==> src/bfsp_ram.sv <==
// ----------------------------------------------------------------------------
// bfsp_ram
// Generic simple dual-port RAM: one write port, one read port with a
// registered read.
// ----------------------------------------------------------------------------
module bfsp_ram #(
	parameter int WIDTH = 8,
	parameter int DEPTH = 16
) (
	input  logic                     clk,
	input  logic                     we,
	input  logic [$clog2(DEPTH)-1:0] waddr,
	input  logic [WIDTH-1:0]         wdata,
	input  logic [$clog2(DEPTH)-1:0] raddr,
	output logic [WIDTH-1:0]         rdata
);

	logic [WIDTH-1:0] mem [DEPTH];

	// Write port and registered read port.
	always_ff @(posedge clk) begin
		if (we) begin
			mem[waddr] <= wdata;
		end
		rdata <= mem[raddr];
	end

endmodule

==> config.mk <==
export PLATFORM = sky130hd
export DESIGN_NAME = bfsp_ram
export DESIGN_NICKNAME = d
export VERILOG_FILES = /design/src/bfsp_ram.sv
export SDC_FILE = /design/constraint.sdc
export NUM_CORES = 1
export LEC_CHECK = 0
export CORE_ASPECT_RATIO = 2
export CORE_MARGIN = 1
export CORE_UTILIZATION = 55
export CTS_CLUSTER_DIAMETER = 120
export DETAILED_ROUTE_END_ITERATION = 6
export DONT_BUFFER_PORTS = 1
export PLACE_DENSITY = 0.7
export REMOVE_ABC_BUFFERS = 1
export SLEW_MARGIN = 15
export SYNTH_ARGS = -nofsm -noshare
export SYNTH_HDL_FRONTEND = slang
export SYNTH_SLANG_ARGS = --single-unit
==> constraint.sdc <==
create_clock -name clk -period 3.01 [get_ports clk]
set_input_delay 0.301 -clock clk [delete_from_list [all_inputs] [get_ports clk]]
set_output_delay 0.301 -clock clk [all_outputs]
set_load 0.005 [all_outputs]
### Word-level counts from Yosys, hierarchy flattened

Memory sizes are Yosys's and may differ from the RTL's. A register that Yosys moved wholly into a read port is not among the register bits.
Cells that the tools add are included.

| word-level totals | value |
|---|---|
| output and inout bits | 8 |
| register bits after elaboration | 0 |
| memories | 1 |
| memory bits (writable) | 128 |
| logic and storage cells | 3 |
| input port bits | 18 |

| cells by class | value |
|---|---|
| multiplexer cells | 2 |

Memory list:

| memory | depth | width | rd ports | clocked after Yosys merged registers in | wr ports | RTL line | RTL |
|---|---|---|---|---|---|---|---|
| mem | 16 | 8 | 1 | 1 | 1 | 18 | `logic [WIDTH-1:0] mem [DEPTH];` |

Operators with widths:

| kind | number |
|---|---|
| 1-bit two-way mux | 2 |

### Logic depth before layout (Yosys ltp)

Gate-level depths: netlist of the first run.

| logic depth | value |
|---|---|
| word-level depth | 2 |
| gate-level depth with buffers | 5 |
| mapped depth without buffers | 3 |

### Worst setup path before layout of the first run

OpenSTA, ideal clock, no wires.

| path | value |
|---|---|
| path kind | input port to flip-flop |
| start | in waddr[2] |
| end | mem mem[0][0] (enable) |
| data required time | 2627 ps |
| stages on the path | 2 |
| library setup time | 383 ps |
| arrival time | 1411 ps |
| path slack | 1216 ps |
| path buffers | 0 |
| cells stage by stage | or3b_2 nor3_1 |

RTL lines:

| element | RTL line | RTL |
|---|---|---|
| start: declaration | 12 | `input logic [$clog2(DEPTH)-1:0] waddr,` |
| end: declaration | 18 |  |

Straight into the memory's write port.

### Worst setup path after layout of the first run

| path | value |
|---|---|
| start | in waddr[2] |
| end | mem mem[2][7] (enable) |

Straight into the memory's write port.

==> impl_metrics.tcl, run 1 <==
set metrics [dict create \
    status "complete, no violations" \
    drt_iter0_drc 159 \
    period_share_pct 44.7 \
    yosys_warnings 0 \
    grt_max_degree 33 \
    synth_top_family_by_area "multiplexers" \
    pwr-share-seq_pct 49.1 \
    cts_resized 0 \
    vdd_drop_max_uv 530 \
    numClockSinks 136 \
    grt_pass1_wl_mm 14.4 \
    worstSetupPathType "primary input to register" \
    num-nets-final 268 \
    rows 49 \
    crit_required_ns 3.05 \
    cpLargestDelayFamily "simple AND/OR/NAND/NOR gates" \
    die_y_um 139 \
    synth_seq_area_share_pct 77.8 \
    yosys.area_share.simple_pct 3.18 \
    die_area_mm2 0.00977 \
    crit_buf_inv 0 \
    hold_start "waddr[0]" \
    post-dp-hpwl_mm 6.15 \
    reg2regPathDepth 3 \
    finalPower_mw 4.35 \
    coreArea_mm2 0.00901 \
    crit_start "waddr[2]" \
    synthMuxAreaShare_pct 15.0 \
    min_to "mem[4][4]$_DFFE_PP_" \
    drt_first_pass_iters 5 \
    synthXorXnorAreaFrac_pct 0 \
    power_density_mw_per_mm2 737 \
    drc 0 \
    cts_tree "yes" \
    crit_chain "or3b_2 -> nor2_1" \
    avgRoutedWirePerCell_um 25.6 \
    final.setup_skew_ns 0.00785 \
    mappedNetlistArea_mm2 0.00515 \
    num_vias 2275 \
    crit_arrival_ns 1.39 \
    p_sw_share_pct 19.8 \
    port-buffer-count 0 \
    fmax_mhz 743 \
    cpPeakStageDelay_ns 0.58 \
    fin_util_pct 65.5 \
    hold_viol_final 0 \
    worst-slew-pin-transition_ns 0.958 \
    grt_use_total_pct 21.6 \
    gr-total-overflow 0 \
    globalplace.congestion 0.803 \
    p_leak_nw 1.93 \
    fin_crit_ns 1.35 \
    clk_pin_slew_ns 0.06 \
    hold_path.class "primary input to register" \
    internal-power_mw 3.49 \
    avgSynthCellArea_um2 22.5 \
    p_sw_mw 0.858 \
    worst_setup_path_start_kind "primary input" \
    setup_viol 0 \
    r2r-end "rdata[3]$_DFF_P_" \
    grt_pass1_vias 2432 \
    via_per_inst 6.23 \
    p_comb_share_pct 3.2 \
    cp-end-kind "register" \
    dpl_cell_area_mm2 0.00522 \
    r2r-start "mem[1][3]$_DFFE_PP_" \
    finalInstanceArea_mm2 0.00590 \
    r2r_setup_slack_ns 1.70 \
    drv_cap 0 \
    slew_viol_final 0 \
    antenna_found_initial 0 \
    ant_nets 0 \
    diodes 0 \
    holdPathStages 1 \
    area_growth_pct 14.6 \
    clk_latency_ns 0.42 \
    critPathMaxFanout 8 \
    drive_above_1_share_pct 20.2 \
    htree_levels 4 \
    wirelength_mm 9.34 \
    tns_ns 0 \
    rsz0062_at_grt "false" \
    die_x_um 70.4 \
    p_clk_share_pct 47.7 \
    cts_buffer_depth 2 \
    start_util_pct 57.1 \
    relSlewSlack_pct 35.9 \
    io_pins 26 \
    synth_compound_area_share_pct 2.33 \
    yosys_register_bits 136 \
    syn_inst 229 \
    synth.distinct_cells 19 \
    cts-root-buf "clkbuf_16" \
    synth_adder_area_share_pct 0 \
    cpMaxStageDelayCell "nor2_1" \
    numCtsBuffers 17 \
]
==> state kept, by name, indices dropped and copies added (netlist names) <==
name and cells:
rdata 8, mem 128
==> placed cells by master (no fill, tap or decap), drive strengths merged, types with 2 or more instances in the layout <==
| master | instances |
|---|---|
| nor3 | 4 |
| inv | 3 |
| nand2b | 2 |
| edfxtp | 128 |
| dfxtp | 8 |
| a22oi | 16 |
| clkbuf | 17 |
| clkinv | 4 |
| nand2 | 9 |
| mux4 | 32 |
| nand3b | 2 |
| bufinv | 3 |
| buf | 4 |
| nor2 | 13 |
| clkinvlp | 5 |
| dlygate4sd3 | 8 |
==> power groups by stage <==
stage / logic (mW) / clock network, mW / registers, mW
2_1_floorplan: 0.0849 / 0 / 2.17
3_3_place_gp: 0.108 / 0 / 2.17
3_5_place_dp: 0.111 / 0 / 2.17
4_1_cts: 0.143 / 2.10 / 2.13
5_1_grt: 0.151 / 2.18 / 2.14
6_report: 0.140 / 2.07 / 2.13
==> synth_stat cells <==
library cell / n / area share [%]
mux4_1: 14 / 7.1
nor2b_1: 1 / 0.12
clkdlybuf4s25_2: 3 / 0.58
nor3_1: 4 / 0.39
dfxtp_1: 8 / 3.1
mux4_2: 18 / 7.9
nand3b_1: 2 / 0.29
buf_2: 3 / 0.29
edfxtp_1: 128 / 75
buf_4: 1 / 0.15
a22oi_1: 16 / 2.3
nand2b_1: 2 / 0.24
and2_1: 1 / 0.12
or3b_2: 1 / 0.17
nand3_1: 1 / 0.097
nor2_1: 13 / 0.95
nand2_1: 9 / 0.66
and2b_1: 1 / 0.15
buf_6: 3 / 0.66
==> what timing repair did <==
action                    CTS  global route
setup buffers               0             0
hold buffers                8             0
hold endpoints to repair  128             0
==> metrics by stage <==
step	instances	worst slack, ns	hold slack, ns
final	365	1.66	0.170
after global routing	365	1.60	0.157
after CTS	365	1.65	0.163
after detailed placement	325	1.17	0.401
after global placement	325	1.28	0.401
after floorplan	219	1.22	0.400
==> how the worst max path moves through the flow <==
stage	endpoint	slack, ns	cells past startpoint
after global routing	rdata[1]$_DFF_P_	1.60	3
after global placement	mem[2][6]$_DFFE_PP_	1.28	2
final	mem[2][7]$_DFFE_PP_	1.66	2
after detailed placement	mem[2][1]$_DFFE_PP_	1.17	2
after floorplan	mem[0][0]$_DFFE_PP_	1.22	2
after CTS	mem[2][7]$_DFFE_PP_	1.65	2
==> logic make-up after synthesis <==
family	count (synthesis)
AOI/OAI and AO/OA	16
buffers and inverters	10
DFF	136
muxes	32
and+or+nand+nor	35
==> area by class of cell <==
cell class | count | area, um2
sequential | 136 | 4000
fill | 579 | 3110
multi-input combinational | 83 | 1060
clock buffer | 17 | 425
clock inverter | 15 | 175
tap | 102 | 128
timing repair buffer | 12 | 110
==> layer usage <==
| metal | routed length [um] | track usage [%] |
|---|---|---|
| met1 | 3460 | 24.7 |
| met2 | 5290 | 35.5 |
| met3 | 440 | 8.21 |
| met4 | 150 | 9.79 |
| met5 | 0 | 0 |
(Power assumes the default switching activity.)
==> inputs of run 2 (changes only) <==
Settings changed: ABC_AREA set to 1, PLACE_DENSITY 0.7 to 0.73.
Clock period 3.01 ns to 1.1 ns, I/O delays scaled along.
==> impl_metrics.tcl, run 2 <==
set metrics [dict create \
    crit_chain "dlygate4sd3_1" \
    final_cell_mix "nand2_1, edfxtp_1, inv_1, nand3_1, buf_4" \
    clk_pin_slew_ns 0.06 \
    gr-total-overflow 0 \
    io_pins 26 \
    via_per_inst 5.21 \
    cts_setup_buffers 0 \
    final.setup_skew_ns 0.00466 \
    crit_buf_inv 1 \
    hold_path.class "primary input to register" \
    finalInstanceArea_mm2 0.00656 \
    globalplace.congestion 0.923 \
    hold_viol_final 0 \
    largest_register_ffs 128 \
    holdPathStages 3 \
    cts-root-buf "clkbuf_16" \
    synth_compound_area_share_pct 0 \
    yosysMostFrequentCell "nand2_1" \
    reg2regPathDepth 6 \
    power_density_mw_per_mm2 1710 \
    final_common_cell "nand2_1" \
    die_x_um 74.4 \
    synth_top_family_by_area "simple AND/OR/NAND/NOR gates" \
    top_register "mem" \
    synth_top_cell_by_area "edfxtp_1" \
    r2r-end "rdata[5]$_DFF_P_" \
    synthXorXnorAreaFrac_pct 0 \
    cpPeakStageDelay_ns 1.05 \
    htree_levels 4 \
    worst_setup_path_start_kind "primary input" \
    drv_cap 0 \
    worst-slew-pin-transition_ns 0.837 \
    drt_iter0_drc 427 \
    dpl_cell_area_mm2 0.00594 \
    yosys_warnings 0 \
    dpl.cell_count 682 \
    relSlewSlack_pct 44.2 \
    fin_crit_ns 1.07 \
    rsz0062_at_grt "false" \
    finalPower_mw 11.2 \
    tns_ns 0 \
    avgRoutedWirePerCell_um 17.8 \
    coreArea_mm2 0.0101 \
    r2r_setup_slack_ns 0.10 \
    period_share_pct 96.9 \
    crit_start "wdata[1]" \
    critPathMaxFanout 16 \
    synth_edf_count 128 \
    setup_viol 0 \
    crit_arrival_ns 1.17 \
    numCtsBuffers 17 \
    post-dp-hpwl_mm 7.94 \
    grt_pass1_wl_mm 19.9 \
    die_area_mm2 0.0109 \
    drt_first_pass_iters 7 \
    syn_inst 551 \
    synthMuxAreaShare_pct 0 \
    hold_start "raddr[3]" \
    yosys_register_bits 136 \
    cp-end-kind "register" \
    r2r-start "mem[3][5]$_DFFE_PP_" \
    p_leak_nw 2.83 \
    grt_use_total_pct 26.2 \
    rows 52 \
    num-nets-final 595 \
    num_vias 3776 \
    antenna_found_initial 1 \
    start_util_pct 56.8 \
    synth_top_cell_area_share_pct 66.7 \
    cpMaxStageDelayCell "dlygate4sd3_1" \
    ant_nets 0 \
    vdd_drop_max_uv 2060 \
    yosys.area_share.simple_pct 21.0 \
    area_growth_pct 13.7 \
    synthTopCellsByArea "edfxtp_1, nand2_1, nand3_1, inv_1, dfxtp_1" \
    drc 0 \
    cts_tree "yes" \
    cts_buffer_depth 2 \
    n_fill_cell 807 \
    synth_top_flop_cell "edfxtp_1" \
    status "complete, no violations" \
    worstSetupPathType "primary input to register" \
    largestRegisters "mem (128), rdata (8)" \
    multi_input_area_mm2 0.00121 \
    grt_max_degree 66 \
    synth.distinct_cells 12 \
    slew_viol_final 0 \
    crit_required_ns 1.20 \
    cpLargestDelayFamily "buffers and inverters" \
    fmax_mhz 938 \
    synth_adder_area_share_pct 0 \
    synth_common_cells "nand2_1, edfxtp_1, inv_1, nand3_1, nor2_1" \
    drive_above_1_share_pct 8.15 \
    mappedNetlistArea_mm2 0.00577 \
    grt_pass1_vias 3710 \
    seqCellArea_mm2 0.00400 \
    min_to "rdata[0]$_DFF_P_" \
    avgSynthCellArea_um2 10.5 \
    numClockSinks 136 \
    port-buffer-count 0 \
    clk_latency_ns 0.41 \
    ys_async_sr_fraction_pct 0 \
    wirelength_mm 12.9 \
    synth_seq_area_share_pct 69.4 \
    instances_no_fill 725 \
    die_y_um 147 \
]
run 2: cell types whose count changed after synthesis, sizes merged, moves of 16 or more:
| cell | delta |
|---|---|
| a22oi | -16 |
| inv | +102 |
| buf | +17 |
| mux4 | -32 |
| nand2 | +164 |
| nand3 | +96 |
run 2: timing repair:
item                                    CTS  global route
resized for setup                         0             2
hold buffers                             11             0
endpoints found under the hold margin   136             0
endpoints found under the setup margin    0            20
run 2: cell type report:
cell class / count / area share [%]
multi-input cells: 289 / 18.5
repair buffers: 31 / 4.43
clock buffers: 20 / 6.66
inverters: 102 / 5.84
diodes: 1 / 0.0382
well taps: 135 / 2.58
flip-flops and latches: 136 / 61.0
clock inverters: 11 / 0.916
run 2: how the worst max path moves through the flow:
stage | endpoint | slack (ns) | cells after the start
global route | mem[5][7]$_DFFE_PP_ | 0.03 | 1
CTS | rdata[7]$_DFF_P_ | 0.01 | 4
finish | mem[5][1]$_DFFE_PP_ | 0.03 | 1
global placement | mem[11][1]$_DFFE_PP_ | 0.09 | 3
floorplan | rdata[2]$_DFF_P_ | 0.01 | 6
detailed placement | mem[8][0]$_DFFE_PP_ | 0.08 | 3
run 2: kinds of logic after synthesis:
family,count (synthesis)
simple gates,289
flops,136
buf+inv,126
run 2: power breakdown:
part / leakage [nW] / switching, mW / internal (mW) / total, mW
combinational: 1.37 / 0.409 / 0.195 / 0.604
clock: 0.240 / 1.97 / 2.81 / 4.79
sequential: 1.22 / 0.0458 / 5.80 / 5.84
total: 2.83 / 2.43 / 8.81 / 11.2
run 2: routing by layer:
layer / GRT usage (%) / up-vias / part of all wire, %
li1: - / 1824 / -
met1: 30.1 / 1811 / 37
met2: 45.0 / 116 / 55
met3: 5.83 / 25 / 5.1
met4: 11.9 / 0 / 2.8
met5: 0 / - / 0
run 2: per-stage QoR:
stage / utilization, % / hold slack [ns] / setup slack [ns]
after CTS: 64.5 / 0.00116 / 0.0127
after global routing: 64.6 / 0.0184 / 0.0250
after detailed placement: 58.6 / 0.210 / 0.0834
final: 64.6 / 0.00397 / 0.0341
after global placement: 58.6 / 0.210 / 0.0893
after floorplan: - / 0.209 / 0.00952
run 2: worst reg2reg max path, cell delays in order, from the launching register on:
cell      delay, ns
edfxtp_1       0.38
nand2_1        0.08
nand2_1        0.07
nand2_1        0.08
nand3_1        0.12
nand3_1        0.11
nand2_1        0.06
==> inputs of run 3 (changes only) <==
Settings changed: PLACE_DENSITY 0.73 to 0.7.
Clock period 1.1 ns to 1.2 ns, I/O delays scaled along.
==> impl_metrics.tcl, run 3 (same netlist as run 2, synthesis figures left out) <==
set metrics [dict create \
    r2r-end "rdata[5]$_DFF_P_" \
    hold_viol_final 1 \
    p_leak_nw 2.87 \
    drt_iter0_drc 285 \
    power_density_mw_per_mm2 1670 \
    setup_viol 0 \
    avgRoutedWirePerCell_um 18.0 \
    largest_register_ffs 128 \
    crit_buf_inv 1 \
    globalplace.congestion 0.998 \
    start_util_pct 56.8 \
    die_y_um 147 \
    crit_chain "dlygate4sd3_1" \
    cts_tree "yes" \
    dpl.cell_count 682 \
    critPathMaxFanout 16 \
    num-nets-final 595 \
    ant_nets 0 \
    numCtsBuffers 17 \
    hold_buffers 11 \
    r2r-start "mem[4][5]$_DFFE_PP_" \
    drt_first_pass_iters 5 \
    drive_above_1_share_pct 9.15 \
    drc 0 \
    whs_ns -0.00151 \
    instances_no_fill 725 \
    cpLargestDelayFamily "buffers and inverters" \
    drv_cap 0 \
    num_vias 3804 \
    tns_ns 0 \
    violations "negative hold slack" \
    rsz0062_at_grt "false" \
    wirelength_mm 13.1 \
    final.setup_skew_ns 0.00479 \
    die_x_um 74.4 \
    cts_setup_buffers 0 \
    grt_use_total_pct 27.0 \
    vdd_drop_max_uv 1250 \
    grt_pass1_vias 3956 \
    cts-root-buf "clkbuf_16" \
    port-buffer-count 0 \
    status "finished, violations left" \
    antenna_found_initial 0 \
    cpPeakStageDelay_ns 1.10 \
    clk_latency_ns 0.41 \
    period_share_pct 95.0 \
    relSlewSlack_pct 41.9 \
    r2r_setup_slack_ns 0.14 \
    top_register "mem" \
    cts_buffer_depth 2 \
    final_common_cell "nand2_1" \
    diodes 0 \
    worstSetupPathType "primary input to register" \
    gr-total-overflow 0 \
    via_per_inst 5.25 \
    cts_resized 0 \
    worst-slew-pin-transition_ns 0.868 \
    n_fill_cell 803 \
    coreArea_mm2 0.0101 \
    min_to "rdata[0]$_DFF_P_" \
    multi_input_area_mm2 0.00121 \
    io_pins 26 \
    fin_crit_ns 1.14 \
    die_area_mm2 0.0109 \
    cp-end-kind "register" \
    grt_max_degree 66 \
    crit_arrival_ns 1.23 \
    worst_setup_path_start_kind "primary input" \
    final_cell_mix "nand2_1, edfxtp_1, inv_1, nand3_1, buf_4" \
    crit_required_ns 1.29 \
    post-dp-hpwl_mm 8.42 \
    numClockSinks 136 \
    rows 52 \
    grt_pass1_wl_mm 20.5 \
    fmax_mhz 877 \
    htree_levels 4 \
    clk_pin_slew_ns 0.06 \
    holdPathStages 3 \
    slew_viol_final 0 \
    hold_path.class "primary input to register" \
    seqCellArea_mm2 0.00400 \
    largestRegisters "mem (128), rdata (8)" \
    reg2regPathDepth 6 \
    hold_start "raddr[2]" \
    cpMaxStageDelayCell "dlygate4sd3_1" \
    area_growth_pct 15.4 \
]
## run 3: metal layers
layer	wire length (um)	global-route usage, %	vias to the layer above	share of wire [%]
li1	-	-	1827	-
met1	4660	30.5	1782	36
met2	6970	45.1	158	53
met3	811	6.58	37	6.2
met4	618	15.6	0	4.7
met5	0	0	-	0
## run 3: worst max-delay path by stage
stage | start | endpoint | depth (start not counted)
2_1_floorplan | raddr[0] | rdata[2]$_DFF_P_ | 6
3_3_place_gp | raddr[0] | rdata[1]$_DFF_P_ | 7
3_5_place_dp | raddr[0] | rdata[1]$_DFF_P_ | 7
4_1_cts | wdata[5] | mem[2][5]$_DFFE_PP_ | 1
5_1_grt | wdata[5] | mem[7][5]$_DFFE_PP_ | 1
6_report | wdata[5] | mem[4][5]$_DFFE_PP_ | 1
## run 3: through the flow
| step | hold WS [ns] | setup slack (ns) | instance area, um2 | utilization (%) | power (mW) |
|---|---|---|---|---|---|
| after floorplan | 0.219 | 0.0995 | 5600 | - | 5.72 |
| after global placement | 0.220 | 0.140 | 5940 | 58.6 | 5.87 |
| after detailed placement | 0.220 | 0.129 | 5940 | 58.6 | 5.88 |
| after CTS | 0.00247 | 0.0761 | 6660 | 65.6 | 11.2 |
| after global routing | 0.0133 | 0.0457 | 6660 | 65.6 | 11.5 |
| final | -0.00151 | 0.0596 | 6660 | 65.6 | 11.1 |
## run 3: area by class of cell
class                           instances  share of cell area, %
Clock buffer                           17                   6.39
Clock inverter                         15                   2.67
Inverter                              102                   5.75
Multi-Input combinational cell        289                   18.2
Sequential cell                       136                   60.1
Tap cell                              135                   2.54
Timing Repair Buffer                   31                   4.28
## run 3: where the power goes
group | leakage (nW) | internal [mW] | switching [mW] | total, mW
combinational | 1.35 | 0.177 | 0.384 | 0.561
sequential | 1.22 | 5.31 | 0.0404 | 5.35
clock | 0.293 | 3.27 | 1.95 | 5.22
